$ cat src/rtl/dpe_pkg.sv
// ----------------------------------------------------------------------------
// Data-processing execute package
// Widths, opcode and shift type codes, and the barrel shifter result bundle.
// ----------------------------------------------------------------------------
package dpe_pkg;

  localparam int WORD_W    = 32;
  localparam int REG_IDX_W = 4;

  typedef enum logic [3:0] {
    OP_AND = 4'h0,
    OP_EOR = 4'h1,
    OP_SUB = 4'h2,
    OP_RSB = 4'h3,
    OP_ADD = 4'h4,
    OP_TST = 4'h8,
    OP_TEQ = 4'h9,
    OP_CMP = 4'ha,
    OP_ORR = 4'hc,
    OP_MOV = 4'hd
  } alu_op_t;

  typedef enum logic [1:0] {
    SH_LSL = 2'd0,
    SH_LSR = 2'd1,
    SH_ASR = 2'd2,
    SH_ROR = 2'd3
  } shift_type_t;

  typedef struct packed {
    logic [WORD_W-1:0] operand;
    logic              carry;
    logic              ok;
  } shift_res_t;

endpackage

$ cat src/rtl/dpe_in_if.sv
// ----------------------------------------------------------------------------
// Execute input channel
// Carries one instruction word with its register operands and current carry.
// ----------------------------------------------------------------------------
interface dpe_in_if import dpe_pkg::*; ();

  logic              valid;
  logic              ready;
  logic [WORD_W-1:0] instruction;
  logic [WORD_W-1:0] rn_value;
  logic [WORD_W-1:0] rm_value;
  logic              carry_in;

  modport source (
    output valid, instruction, rn_value, rm_value, carry_in,
    input  ready
  );

  modport sink (
    input  valid, instruction, rn_value, rm_value, carry_in,
    output ready
  );

endinterface

$ cat src/rtl/dpe_out_if.sv
// ----------------------------------------------------------------------------
// Execute result channel
// Carries the ALU result, destination, write enable and condition flags.
// ----------------------------------------------------------------------------
interface dpe_out_if import dpe_pkg::*; ();

  logic                 valid;
  logic                 ready;
  logic [WORD_W-1:0]    result;
  logic [REG_IDX_W-1:0] dest_reg;
  logic                 write_back;
  logic                 set_flags;
  logic                 flag_n;
  logic                 flag_z;
  logic                 flag_c;
  logic                 supported;

  modport source (
    output valid, result, dest_reg, write_back, set_flags,
           flag_n, flag_z, flag_c, supported,
    input  ready
  );

  modport sink (
    input  valid, result, dest_reg, write_back, set_flags,
           flag_n, flag_z, flag_c, supported,
    output ready
  );

endinterface

$ cat src/rtl/dpe_shifter.sv
// ----------------------------------------------------------------------------
// Operand 2 barrel shifter
// Builds the second operand from a rotated immediate or a constant shift of
// Rm, together with the shifter carry.
// ----------------------------------------------------------------------------
module dpe_shifter import dpe_pkg::*; (
  input  logic [WORD_W-1:0] instruction,
  input  logic [WORD_W-1:0] rm_value,
  input  logic              carry_in,
  output shift_res_t        shift_res
);

  logic [4:0]          rot_amt;
  logic [4:0]          sh_amt;
  shift_type_t         sh_type;
  logic [2*WORD_W-1:0] imm_dbl;
  logic [2*WORD_W-1:0] rm_dbl;
  logic [WORD_W-1:0]   imm_rot;
  logic [WORD_W-1:0]   rm_rot;
  logic [WORD_W:0]     lsl_ext;
  logic [WORD_W:0]     lsr_ext;
  logic [WORD_W:0]     asr_ext;
  logic                sign;

  assign rot_amt = {instruction[11:8], 1'b0};
  assign sh_amt  = instruction[11:7];
  assign sh_type = shift_type_t'(instruction[6:5]);
  assign sign    = rm_value[WORD_W-1];

  assign imm_dbl = {{(WORD_W-8){1'b0}}, instruction[7:0],
                    {(WORD_W-8){1'b0}}, instruction[7:0]} >> rot_amt;
  assign imm_rot = imm_dbl[WORD_W-1:0];
  assign rm_dbl  = {rm_value, rm_value} >> sh_amt;
  assign rm_rot  = rm_dbl[WORD_W-1:0];
  assign lsl_ext = {1'b0, rm_value} << sh_amt;
  assign lsr_ext = {rm_value, 1'b0} >> sh_amt;
  assign asr_ext = $signed({rm_value, 1'b0}) >>> sh_amt;

  always_comb begin
    shift_res.operand = imm_rot;
    shift_res.carry   = carry_in;
    shift_res.ok      = 1'b1;
    if (instruction[25]) begin
      shift_res.operand = imm_rot;
      shift_res.carry   = (rot_amt == 5'd0) ? carry_in : imm_rot[WORD_W-1];
    end else if (instruction[4]) begin
      shift_res.ok = 1'b0;
    end else begin
      unique case (sh_type)
        SH_LSL: begin
          if (sh_amt == 5'd0) begin
            shift_res.operand = rm_value;
            shift_res.carry   = carry_in;
          end else begin
            shift_res.operand = lsl_ext[WORD_W-1:0];
            shift_res.carry   = lsl_ext[WORD_W];
          end
        end
        SH_LSR: begin
          if (sh_amt == 5'd0) begin
            shift_res.operand = '0;
            shift_res.carry   = sign;
          end else begin
            shift_res.operand = lsr_ext[WORD_W:1];
            shift_res.carry   = lsr_ext[0];
          end
        end
        SH_ASR: begin
          if (sh_amt == 5'd0) begin
            shift_res.operand = {WORD_W{sign}};
            shift_res.carry   = sign;
          end else begin
            shift_res.operand = asr_ext[WORD_W:1];
            shift_res.carry   = asr_ext[0];
          end
        end
        SH_ROR: begin
          if (sh_amt == 5'd0) begin
            shift_res.operand = {carry_in, rm_value[WORD_W-1:1]};
            shift_res.carry   = rm_value[0];
          end else begin
            shift_res.operand = rm_rot;
            shift_res.carry   = rm_rot[WORD_W-1];
          end
        end
        default: begin
          shift_res.ok = 1'b0;
        end
      endcase
    end
  end

endmodule

$ cat src/rtl/data_processing_execute_top.sv
// ----------------------------------------------------------------------------
// Data-processing execute stage
// Barrel shifter and ALU for one data-processing instruction per word.
// ----------------------------------------------------------------------------
// The block takes one instruction word per clock while in_ch.ready is high and
// returns one result word for each, in order: the word is captured in an input
// register, the operand 2 shifter and the 32-bit adder or logic unit work on
// it in the next cycle, and the result register presents it. Both registers
// hold back under a stalled result channel, so a word can still be
// accepted while a finished result waits to be taken. Unhandled opcodes and
// register-specified shifts come back with supported low, every other result
// field zero except the destination index.
module data_processing_execute_top import dpe_pkg::*; (
  input  logic          clk,
  input  logic          rst_n,
  dpe_in_if.sink        in_ch,
  dpe_out_if.source     out_ch
);

  logic                 s1_valid_r;
  logic [WORD_W-1:0]    s1_insn_r;
  logic [WORD_W-1:0]    s1_rn_r;
  logic [WORD_W-1:0]    s1_rm_r;
  logic                 s1_cin_r;
  logic                 s1_ready;
  logic                 s2_ready;

  logic                 out_valid_r;
  logic [WORD_W-1:0]    result_r;
  logic [REG_IDX_W-1:0] dest_reg_r;
  logic                 write_back_r;
  logic                 set_flags_r;
  logic                 flag_n_r;
  logic                 flag_z_r;
  logic                 flag_c_r;
  logic                 supported_r;

  shift_res_t           sh;
  alu_op_t              opcode;
  logic [WORD_W-1:0]    add_a;
  logic [WORD_W-1:0]    add_b;
  logic                 add_ci;
  logic [WORD_W:0]      add_sum;
  logic [WORD_W-1:0]    alu_res;
  logic                 alu_c;
  logic                 op_ok;
  logic                 op_wb;
  logic                 item_ok;
  logic [WORD_W-1:0]    result_nxt;

  assign s2_ready    = !out_valid_r || out_ch.ready;
  assign s1_ready    = !s1_valid_r || s2_ready;
  assign in_ch.ready = s1_ready;

  always_ff @(posedge clk) begin
    if (!rst_n) begin
      s1_valid_r <= 1'b0;
    end else if (s1_ready) begin
      s1_valid_r <= in_ch.valid;
    end
    if (s1_ready && in_ch.valid) begin
      s1_insn_r <= in_ch.instruction;
      s1_rn_r   <= in_ch.rn_value;
      s1_rm_r   <= in_ch.rm_value;
      s1_cin_r  <= in_ch.carry_in;
    end
  end

  dpe_shifter u_shifter (
    .instruction (s1_insn_r),
    .rm_value    (s1_rm_r),
    .carry_in    (s1_cin_r),
    .shift_res   (sh)
  );

  assign opcode  = alu_op_t'(s1_insn_r[24:21]);
  assign add_sum = {1'b0, add_a} + {1'b0, add_b} + {{WORD_W{1'b0}}, add_ci};

  always_comb begin
    add_a  = s1_rn_r;
    add_b  = ~sh.operand;
    add_ci = 1'b1;
    unique case (opcode)
      OP_RSB: begin
        add_a = sh.operand;
        add_b = ~s1_rn_r;
      end
      OP_ADD: begin
        add_b  = sh.operand;
        add_ci = 1'b0;
      end
      default: begin
      end
    endcase
  end

  always_comb begin
    alu_res = add_sum[WORD_W-1:0];
    alu_c   = sh.carry;
    op_ok   = 1'b1;
    op_wb   = 1'b1;
    unique case (opcode)
      OP_AND: alu_res = s1_rn_r & sh.operand;
      OP_EOR: alu_res = s1_rn_r ^ sh.operand;
      OP_ORR: alu_res = s1_rn_r | sh.operand;
      OP_MOV: alu_res = sh.operand;
      OP_TST: begin
        alu_res = s1_rn_r & sh.operand;
        op_wb   = 1'b0;
      end
      OP_TEQ: begin
        alu_res = s1_rn_r ^ sh.operand;
        op_wb   = 1'b0;
      end
      OP_SUB, OP_RSB, OP_ADD: begin
        alu_res = add_sum[WORD_W-1:0];
        alu_c   = add_sum[WORD_W];
      end
      OP_CMP: begin
        alu_res = add_sum[WORD_W-1:0];
        alu_c   = add_sum[WORD_W];
        op_wb   = 1'b0;
      end
      default: begin
        op_ok = 1'b0;
      end
    endcase
  end

  assign item_ok    = op_ok && sh.ok;
  assign result_nxt = item_ok ? alu_res : '0;

  always_ff @(posedge clk) begin
    if (!rst_n) begin
      out_valid_r <= 1'b0;
    end else if (s2_ready) begin
      out_valid_r <= s1_valid_r;
    end
    if (s2_ready && s1_valid_r) begin
      result_r     <= result_nxt;
      dest_reg_r   <= s1_insn_r[15:12];
      write_back_r <= item_ok && op_wb;
      set_flags_r  <= item_ok && s1_insn_r[20];
      flag_n_r     <= result_nxt[WORD_W-1];
      flag_z_r     <= item_ok && (alu_res == '0);
      flag_c_r     <= item_ok && alu_c;
      supported_r  <= item_ok;
    end
  end

  assign out_ch.valid      = out_valid_r;
  assign out_ch.result     = result_r;
  assign out_ch.dest_reg   = dest_reg_r;
  assign out_ch.write_back = write_back_r;
  assign out_ch.set_flags  = set_flags_r;
  assign out_ch.flag_n     = flag_n_r;
  assign out_ch.flag_z     = flag_z_r;
  assign out_ch.flag_c     = flag_c_r;
  assign out_ch.supported  = supported_r;

`ifndef ASSERT_OFF
  a_out_from_stage1: assert property (@(posedge clk) disable iff (!rst_n)
    $rose(out_valid_r) |-> $past(s1_valid_r))
    else $error("result word appeared without an instruction in stage 1");

  a_stage1_holds: assert property (@(posedge clk) disable iff (!rst_n)
    (s1_valid_r && !s2_ready) |=> (s1_valid_r && $stable(s1_insn_r)))
    else $error("stage 1 word lost while the result register was stalled");

  a_unsupported_quiet: assert property (@(posedge clk) disable iff (!rst_n)
    (out_valid_r && !supported_r) |-> (result_r == '0 && !write_back_r &&
      !set_flags_r && !flag_n_r && !flag_z_r && !flag_c_r))
    else $error("unsupported instruction produced nonzero result fields");

  a_zero_flag: assert property (@(posedge clk) disable iff (!rst_n)
    (out_valid_r && supported_r) |-> (flag_z_r == (result_r == '0)))
    else $error("zero flag disagrees with the result");
`endif

endmodule

$ cat src/flat_wrapper.sv
// flat-port wrapper written by rule: the top's interface ports become plain ports
module data_processing_execute_top_flat import dpe_pkg::*;
  (clk, rst_n, in_ch_valid, in_ch_instruction, in_ch_rn_value, in_ch_rm_value, in_ch_carry_in, in_ch_ready, out_ch_valid, out_ch_result, out_ch_dest_reg, out_ch_write_back, out_ch_set_flags, out_ch_flag_n, out_ch_flag_z, out_ch_flag_c, out_ch_supported, out_ch_ready);
  dpe_in_if in_ch_i ();
  dpe_out_if out_ch_i ();
  input  logic clk;
  input  logic rst_n;
  input wire logic [$bits(in_ch_i.valid)-1:0] in_ch_valid;
  input wire logic [$bits(in_ch_i.instruction)-1:0] in_ch_instruction;
  input wire logic [$bits(in_ch_i.rn_value)-1:0] in_ch_rn_value;
  input wire logic [$bits(in_ch_i.rm_value)-1:0] in_ch_rm_value;
  input wire logic [$bits(in_ch_i.carry_in)-1:0] in_ch_carry_in;
  output wire logic [$bits(in_ch_i.ready)-1:0] in_ch_ready;
  output wire logic [$bits(out_ch_i.valid)-1:0] out_ch_valid;
  output wire logic [$bits(out_ch_i.result)-1:0] out_ch_result;
  output wire logic [$bits(out_ch_i.dest_reg)-1:0] out_ch_dest_reg;
  output wire logic [$bits(out_ch_i.write_back)-1:0] out_ch_write_back;
  output wire logic [$bits(out_ch_i.set_flags)-1:0] out_ch_set_flags;
  output wire logic [$bits(out_ch_i.flag_n)-1:0] out_ch_flag_n;
  output wire logic [$bits(out_ch_i.flag_z)-1:0] out_ch_flag_z;
  output wire logic [$bits(out_ch_i.flag_c)-1:0] out_ch_flag_c;
  output wire logic [$bits(out_ch_i.supported)-1:0] out_ch_supported;
  input wire logic [$bits(out_ch_i.ready)-1:0] out_ch_ready;
  assign in_ch_i.valid = in_ch_valid;
  assign in_ch_i.instruction = in_ch_instruction;
  assign in_ch_i.rn_value = in_ch_rn_value;
  assign in_ch_i.rm_value = in_ch_rm_value;
  assign in_ch_i.carry_in = in_ch_carry_in;
  assign in_ch_ready = in_ch_i.ready;
  assign out_ch_valid = out_ch_i.valid;
  assign out_ch_result = out_ch_i.result;
  assign out_ch_dest_reg = out_ch_i.dest_reg;
  assign out_ch_write_back = out_ch_i.write_back;
  assign out_ch_set_flags = out_ch_i.set_flags;
  assign out_ch_flag_n = out_ch_i.flag_n;
  assign out_ch_flag_z = out_ch_i.flag_z;
  assign out_ch_flag_c = out_ch_i.flag_c;
  assign out_ch_supported = out_ch_i.supported;
  assign out_ch_i.ready = out_ch_ready;
  data_processing_execute_top u_core (.clk(clk), .rst_n(rst_n), .in_ch(in_ch_i), .out_ch(out_ch_i));
endmodule
$ cat config.mk
export PLATFORM = sky130hd
export DESIGN_NAME = data_processing_execute_top_flat
export DESIGN_NICKNAME = d
export VERILOG_FILES = /design/src/rtl/dpe_pkg.sv /design/src/rtl/dpe_in_if.sv /design/src/rtl/dpe_out_if.sv /design/src/rtl/dpe_shifter.sv /design/src/rtl/data_processing_execute_top.sv /design/src/flat_wrapper.sv
export SDC_FILE = /design/constraint.sdc
export NUM_CORES = 1
export LEC_CHECK = 0
export ABC_AREA = 1
export BUFFER_PORTS_ARGS = -buffer_cell sky130_fd_sc_hd__buf_2
export CORE_MARGIN = 4
export CORE_UTILIZATION = 40
export DETAILED_ROUTE_END_ITERATION = 10
export GPL_TIMING_DRIVEN = 1
export SYNTH_ARGS = -nofsm -noshare
export SYNTH_HDL_FRONTEND = slang
export SYNTH_HIERARCHICAL = 1
export SYNTH_SLANG_ARGS = --single-unit
export TNS_END_PERCENT = 10
$ cat constraint.sdc
create_clock -name clk -period 7.5 [get_ports clk]
set_clock_uncertainty 0.05 [all_clocks]
set_input_delay 0.375 -clock clk [delete_from_list [all_inputs] [get_ports clk]]
set_output_delay 0.375 -clock clk [all_outputs]
set_load 0.02 [all_outputs]
After elaboration in Yosys (flattened, before gate mapping)
Index checks and enable logic that the tools add are counted.
- equal/unequal tests: 12
- shifts and indexed selects: 5
- bitwise logic cells: 5
- $add $sub $neg: 2
- muxes and demuxes: 17
- reduce and logical (&&, ||, !) cells: 21
- operators by type and width (cell ; count):
    33-bit 2-to-1 mux ; 6
    33-bit case mux with 4 select lines ; 1
    32-bit case mux with 4 select lines ; 1
    32-bit inverter ; 2
    32-bit case mux with 2 select lines ; 1
    64-bit by 5-bit >> shifter with 32-bit output ; 1
    40-bit by 5-bit >> shifter with 32-bit output ; 1
    32-bit by 32-bit adder with 33-bit output ; 1
    33-bit by 1-bit adder with 33-bit output ; 1
    32-bit by 5-bit left shift with 33-bit output ; 1
    33-bit by 5-bit >> shifter with 33-bit output ; 1
    33-bit by 5-bit >>> shifter with 33-bit output ; 1
    32-bit bitwise AND ; 1
    32-bit zero test ; 1
    32-bit 2-to-1 mux ; 1
    32-bit bitwise OR ; 1
    32-bit XOR ; 1
    4-bit equality test, second input constant ; 5
    5-bit zero test ; 2
    10-bit OR reduction ; 1
    4-bit by 2-bit equality test with 1-bit output, second input constant ; 2
    1-bit logical AND ; 7
    1-bit 2-to-1 mux ; 7
    2-bit equality test, second input constant ; 2
    10 further kinds ; 13
- output and inout port bits: 44
- register bits: 134
- word-level logic and storage cells: 76
- bits of input ports: 101

Depth between registers and ports, before layout
Gate-level depths: netlist (run 1).
- word-level depth: 12
- depth in mapped cells: 37
- depth with buffers taken out: 35

By module
The synthesis (run 1) kept the hierarchy.
- modules (own cells, without submodules) (module ; instances ; seq. area each (um^2) ; area an instance (um^2) ; cells an instance):
    data_processing_execute_top ; 1 ; 4184.0 ; 10024.6 ; 1257
    dpe_shifter ; 1 ; 0.0 ; 5764.3 ; 1177

Worst setup path after synthesis (run 1)
No wires, ideal clock.
- kind: reg-to-reg
- start point: register u_core.s1_insn_r[7]
- end point: register u_core.flag_z_r, in the netlist u_core/out_ch.flag_z, data pin
- path buffers: 2
- setup slack: 3669 ps
- required time: 7300 ps
- setup time: 150 ps
- data arrival time: 3631 ps
- clock period less this slack: 3831 ps
- cell stages (with the launch flop): 33
- cell sequence: edfxtp_1 buf_6 inv_8 buf_12 nand2_2 nand3_1 nand2_1 o21ai_1 or2_1 o21ai_2 o211ai_1 nand2_1 nand2_1 inv_1 o22ai_1 a21oi_1 fa_1 inv_1 fa_1 nand3_1 nand2_1 nand2_1 nand2_1 nand2_1 nand2_1 nand2_1 nand3_1 nand2_1 nand2_1 nand2_1 nor2_1 nand2_1 nor3_2
- RTL lines (item ; RTL line ; source):
    start: declaration ; data_processing_execute_top.sv:21 ; logic [WORD_W-1:0] s1_insn_r;
    start signal: assignment ; data_processing_execute_top.sv:62 ; s1_insn_r <= in_ch.instruction;
    end signal: assignment ; data_processing_execute_top.sv:145 ; flag_z_r <= item_ok && (alu_res == '0);
    end: declaration ; data_processing_execute_top.sv:34 ; logic flag_z_r;

==> out/results.ini, run 1 <==
[status]
outcome=finished, final reports clean

[drt]
drt_iter0_drc=2409
wl_per_cell_um=21.9
antenna_left=0
drc=0
dr.pass1.iters=6
vias_per_cell=5.77
vias=17433
wirelength_um=66300

[run]
cap_violations=0

[setup_path]
path_buf_inv=4
path_max_fanout=29
cp_common_cell=nand2_1
slowest_stage=clkinv_1
arrival_ns=6.12
worstSetupPathType=flip-flop to flip-flop
start_kind=flip-flop
cp_num_cells=26
r2r_start=u_core/s1_insn_r[6]$_DFFE_PP_
reg2reg_slack_ns=1.65
cp_data_required_time_ns=7.77
r2r_end=u_core/out_ch.flag_z$_DFFE_PP_
slowest_delay_ns=0.82
crit_path_start=u_core/s1_insn_r[6]$_DFFE_PP_
crit_path_end_kind=flip-flop
critPathTopFamily=simple AND/OR/NAND/NOR gates
crit_path_end=u_core/out_ch.flag_z$_DFFE_PP_
ff2ff_path_depth=26

[floorplan]
die-area_um2=41900
ios=145
initial_core_util_pct=40.8
dieWidth_um=205
die_h_um=205
placementRows=71
core_area_um2=37900

[min_path]
min_path_type=input pin to flip-flop

[global_route]
grt_max_degree=77
antenna_found_initial=1
grt_pass1_vias=16107
overflow=0
grtUsageTotal_pct=30.9
grt_pass1_wl_um=98100

[sta]
period_share_pct=78.0
fmax_ghz=0.171
tns_ns=0
finalSetupViolCount=0
final_hold_viol_count=0
slew_headroom_pct=36.5
period_minus_slack_ns=5.85
rsz0062_at_grt=false
tightest_slew_ns=0.949
drv_slew=0

[cts]
htree_levels=4
clkTransAtPathRegs_ns=0.08
cts_tree=yes
hold_buffers=5
cts.path.max_buffers=2
clock_latency_ns=0.47
ctsRootBufferMaster=clkbuf_16
cts_buffers=17
cts_setup_buffers=0
ctsResizeCount=0
cts.sinks=130

[placement]
gp_congestion=1.04
hpwlAfterDp_um=50700
port_buffers=134

[layout]
final_util_pct=44.8
drive_above_1_share_pct=12.1
nFillCells=4092
nets=2694
diodes=0
area_growth_pct=9.82

[synth]
syn_inst=2424
synth_area_per_cell_um2=6.39
synthesis.nets=2622
netlist_area_um2=15500
ys_warn_count=6

[power_and_ir_drop]
power.density_nw_per_um2=177
peakVddDrop_v=0.000182
p_leak_nw=8.25

per-layer routing:
layer	global-route usage, %	vias to the layer above	wire, um
met5	0	-	17
met4	12.2	2	2590
met3	5.00	125	5940
met2	47.9	926	29300
met1	43.2	8090	28500
li1	-	8290	-
placed cells by master (no fill, tap or decap), types with 15 or more instances in the layout:
master,instances
nand2_1,795
nand3_1,412
inv_1,250
buf_2,134
nor2_1,134
edfxtp_1,128
ha_1,95
a21oi_1,86
o21ai_0,77
buf_4,35
o22ai_1,34
o21ai_1,32
o221ai_1,31
o211ai_1,26
nand2_2,21
nand4_1,19
a31oi_1,18
clkbuf_16,17
inv_2,15
final cells by class:
type | instances | area (um^2) | share of cell area (%)
clock buffers | 17 | 425 | 2.50
clock inverters | 15 | 150 | 0.883
inverters | 271 | 1030 | 6.06
multi-input cells | 1902 | 9900 | 58.2
flip-flops and latches | 130 | 3880 | 22.8
well taps | 511 | 639 | 3.76
repair buffers | 174 | 983 | 5.78
per-stage QoR:
step                instances  worst slack [ns]  total power [mW]  hold slack [ns]  cell area, um^2
CTS                      3020              1.72              3.01          0.00136            17000
global placement         2983              1.86              2.14            0.350            16400
detailed placement       2983              1.74              2.15            0.355            16400
global route             3020              1.31              3.19           0.0133            17000
floorplan                2424              3.67              1.77            0.350            15500
finish                   3020              1.65              3.00           0.0372            17000
worst min path at each step:
stage	startpoint	to	cells after the start
6_report	in_ch_rm_value[28]	u_core/s1_rm_r[28]$_DFFE_PP_	1
5_1_grt	in_ch_rm_value[22]	u_core/s1_rm_r[22]$_DFFE_PP_	1
4_1_cts	in_ch_instruction[14]	u_core/s1_insn_r[14]$_DFFE_PP_	1
3_5_place_dp	u_core/s1_insn_r[12]$_DFFE_PP_	u_core/out_ch.dest_reg[0]$_DFFE_PP_	0
3_3_place_gp	u_core/s1_insn_r[15]$_DFFE_PP_	u_core/out_ch.dest_reg[3]$_DFFE_PP_	0
2_1_floorplan	u_core/s1_insn_r[12]$_DFFE_PP_	u_core/out_ch.dest_reg[0]$_DFFE_PP_	0
worst reg2reg max path: stages, from the launching register on:
cell and delay, ns:
edfxtp_1 0.62, nand2_1 0.35, clkinv_1 0.82, buf_4 0.53
a31oi_1 0.20, o211ai_1 0.12, nand2_1 0.09, nand2_1 0.07
inv_1 0.13, o22ai_1 0.10, a21oi_1 0.20, fa_1 0.21
inv_1 0.09, fa_1 0.47, nand2_1 0.11, nand3_1 0.20
nand2_1 0.15, nand2_1 0.09, nand2_1 0.22, nand2_1 0.11
nand2_1 0.07, nand2_1 0.05, nand2_1 0.08, nand2_1 0.07
nor2_1 0.24, nand3_1 0.15, nor3_2 0.13
power by group:
part	switching, mW	internal, mW	total, mW
clock network	0.369	0.465	0.833
registers	0.0407	0.861	0.901
logic	0.888	0.381	1.27
total	1.30	1.71	3.00
Note: power is estimated with default switching activity, not from simulation.
==> inputs of run 2 (changes only) <==
Settings changed: ABC_AREA 1 to 0.
Clock period 7.5 ns to 5.75 ns, I/O delays scaled along.
==> run 2 against run 1 <==
The run now ends with setup timing left. Synthesized cell count fell by 24%. Via count increased by 14%. Flip-flop and latch count is the same. Wire length up 42%. Sequential share of layout area decreased by 6.1 points. Final cell count grew 1.4%. Utilization grew 15 points. Clock power rose by 37%. Worst setup slack got worse by 1.8 ns. Non-clock buffer count is 645 higher. Synthesized area rose by 0.74%. Highest routed layer is now met4.
==> out/results.ini, run 2 <==
[status]
outcome=finished, violations left
violations=setup timing

[power_and_ir_drop]
p_leak_nw=9.81  ; +19%
power.density_nw_per_um2=212  ; +20%
peakVddDrop_v=0.000248  ; +37%

[global_route]
met3_usage_pct=9.55  ; +4.5 points
met2_usage_pct=70.0  ; +22 points
busiest_layer=met2
overflow=0  ; unchanged
grt_max_degree=73  ; -5.2%
grtUsageTotal_pct=43.3  ; +12 points
met1_usage_pct=49.6  ; +6.4 points
antenna_found_initial=2  ; +1
grt_pass1_wl_um=133000  ; +35%
grt_pass1_vias=19546  ; +21%

[placement]
hpwlAfterDp_um=71900  ; +42%
port_buffers=134  ; unchanged
gp_congestion=1.13  ; +7.9%
placed_area_um2=20400  ; +24%
placed_cells=2878  ; -3.5%

[setup_path]
slowest_delay_ns=0.40  ; -0.42 ns
worstSetupPathType=flip-flop to flip-flop
crit_path_end_kind=flip-flop
r2r_end=u_core/out_ch.flag_z$_DFFE_PP_
path_max_fanout=6  ; -79%
cp_data_required_time_ns=6.01  ; -1.76 ns
start_kind=flip-flop
ff2ff_path_depth=26  ; unchanged
r2r_start=u_core/s1_insn_r[7]$_DFFE_PP_
reg2reg_slack_ns=-0.15  ; -1.80 ns
arrival_ns=6.15  ; +0.03 ns
path_buf_inv=8  ; +4
critPathTopFamily=compound AO/OA/AOI/OAI gates
slowest_stage=nor4_1

[drt]
vias=19862  ; +14%
drc=0  ; unchanged
drt_iter0_drc=2564  ; +6.4%
antenna_left=0  ; unchanged
vias_per_cell=6.48  ; +12%
dr.pass1.iters=7  ; +1
wl_per_cell_um=30.6  ; +40%
wirelength_um=93800  ; +42%

[layout]
finalNonFillerCells=3063  ; +1.4%
area_growth_pct=49.0
final_area_um2=23200  ; +37%
nFillCells=3196  ; -22%
final_util_pct=60.2  ; +15 points
final_common_cell=buf_4
drive_above_1_share_pct=38.8  ; +27 points
layout_common_cells=555 x buf_4, 195 x nand2_1, 159 x nor2_1
nets=2730  ; +1.3%

[cts]
cts_buffers=17  ; unchanged
ctsRootBufferMaster=clkbuf_16
cts.path.max_buffers=2  ; unchanged
htree_levels=4  ; unchanged
cts_tree=yes
clkTransAtPathRegs_ns=0.06  ; -0.02 ns
clock_latency_ns=0.50  ; +0.03 ns
cts.sinks=130  ; unchanged

[sta]
fin_hold_ws_ns=0.138  ; +0.101 ns
finalSetupViolCount=3  ; +3
period_minus_slack_ns=5.90  ; +0.0465 ns
period_share_pct=103  ; +25 points
slew_headroom_pct=15.2  ; -21 points
drv_slew=0  ; unchanged
tightest_slew_ns=1.27  ; +0.323 ns
rsz0062_at_grt=true
setup_slack_ns=-0.145  ; -1.80 ns
fmax_ghz=0.170  ; -0.79%
final_hold_viol_count=0  ; unchanged

[min_path]
min_path_type=input pin to flip-flop
hold-path-cell-count=3  ; +2
min_from=out_ch_ready
hold_end=u_core/out_ch.valid$_SDFFE_PN0P_

[synth]
synthesis.nets=2052  ; -22%
ys_warn_count=6  ; unchanged
syn_inst=1854  ; -24%
netlist_area_um2=15600  ; +0.74%
synth_area_per_cell_um2=8.42  ; +32%

[run]
cap_violations=0  ; unchanged

[floorplan]
placementRows=72  ; +1.4%
die-area_um2=42200  ; +0.71%
die_h_um=206  ; +0.35%
initial_core_util_pct=40.4  ; -0.46 points
core_area_um2=38600  ; +1.9%
ios=145  ; unchanged
dieWidth_um=206  ; +0.35%

## run 2: cell types whose count changed in the layout (fill, tap and decap cells not counted), sizes merged, moves of 27 or more
cell,change
nand2,-630
buf,+560
nand3,-383
inv,-189
mux2i,+95
dlygate4sd3,+84
mux2,+53
mux4,+35
nor3,+34
nor2b,+29
nand2b,+27
## run 2: layout make-up
type / instances / area (um^2) / share of cell area [%]
Timing Repair Buffer: 819 / 6390 / 27.5
Inverter: 87 / 330 / 1.42
Clock buffer: 17 / 425 / 1.83
Antenna cell: 1 / 2.50 / 0.0108
Clock inverter: 14 / 163 / 0.700
Sequential cell: 130 / 3880 / 16.7
Tap cell: 518 / 648 / 2.79
Multi-Input combinational cell: 1477 / 11400 / 49.1
## run 2: metal layers
| layer | part of all wire, % | vias up |
|---|---|---|
| met5 | 0 | - |
| met4 | 10 | 0 |
| met3 | 9.5 | 478 |
| met2 | 45 | 1470 |
| met1 | 35 | 9449 |
| li1 | - | 8465 |
## run 2: tightest hold or removal path: stages
cell and delay, ns:
buf_2 0.08, nor2b_1 0.08, o21a_1 0.18
## run 2: power breakdown
part,switching [mW],leakage (nW),internal (mW)
sequential,0.0518,1.25,1.12
combinational,1.43,8.27,1.20
clock,0.461,0.290,0.674
total,1.94,9.81,3.00
## run 2: timing repair
item	4_1_cts	5_1_grt
gates cloned	2	1
gates resized for setup	110	81
endpoints found under the hold margin	89	0
endpoints found under the setup margin	11	13
hold buffers	89	0
pin swaps	47	51
buffers inserted	45	19
## run 2: worst max-delay path by stage
stage,from,endpoint,slack [ns],depth (start not counted)
floorplan,u_core/s1_insn_r[8]$_DFFE_PP_,u_core/out_ch.flag_z$_DFFE_PP_,0.50,24
global placement,u_core/s1_insn_r[8]$_DFFE_PP_,u_core/out_ch.flag_z$_DFFE_PP_,-0.41,26
detailed placement,u_core/s1_insn_r[7]$_DFFE_PP_,u_core/out_ch.flag_z$_DFFE_PP_,-0.49,24
CTS,u_core/s1_insn_r[7]$_DFFE_PP_,u_core/out_ch.result[12]$_SDFFCE_PN0P_,0.0003,30
global route,u_core/s1_insn_r[8]$_DFFE_PP_,u_core/out_ch.flag_z$_DFFE_PP_,-0.27,25
finish,u_core/s1_insn_r[7]$_DFFE_PP_,u_core/out_ch.flag_z$_DFFE_PP_,-0.15,26
## run 2: stage by stage
stage	power, mW	TNS (ns)	setup slack (ns)
after global placement	3.38	-1.53	-0.407
final	4.94	-0.402	-0.145
after CTS	4.75	0	0.000294
after floorplan	2.29	0	0.495
after global routing	5.10	-0.818	-0.267
after detailed placement	3.40	-1.74	-0.493
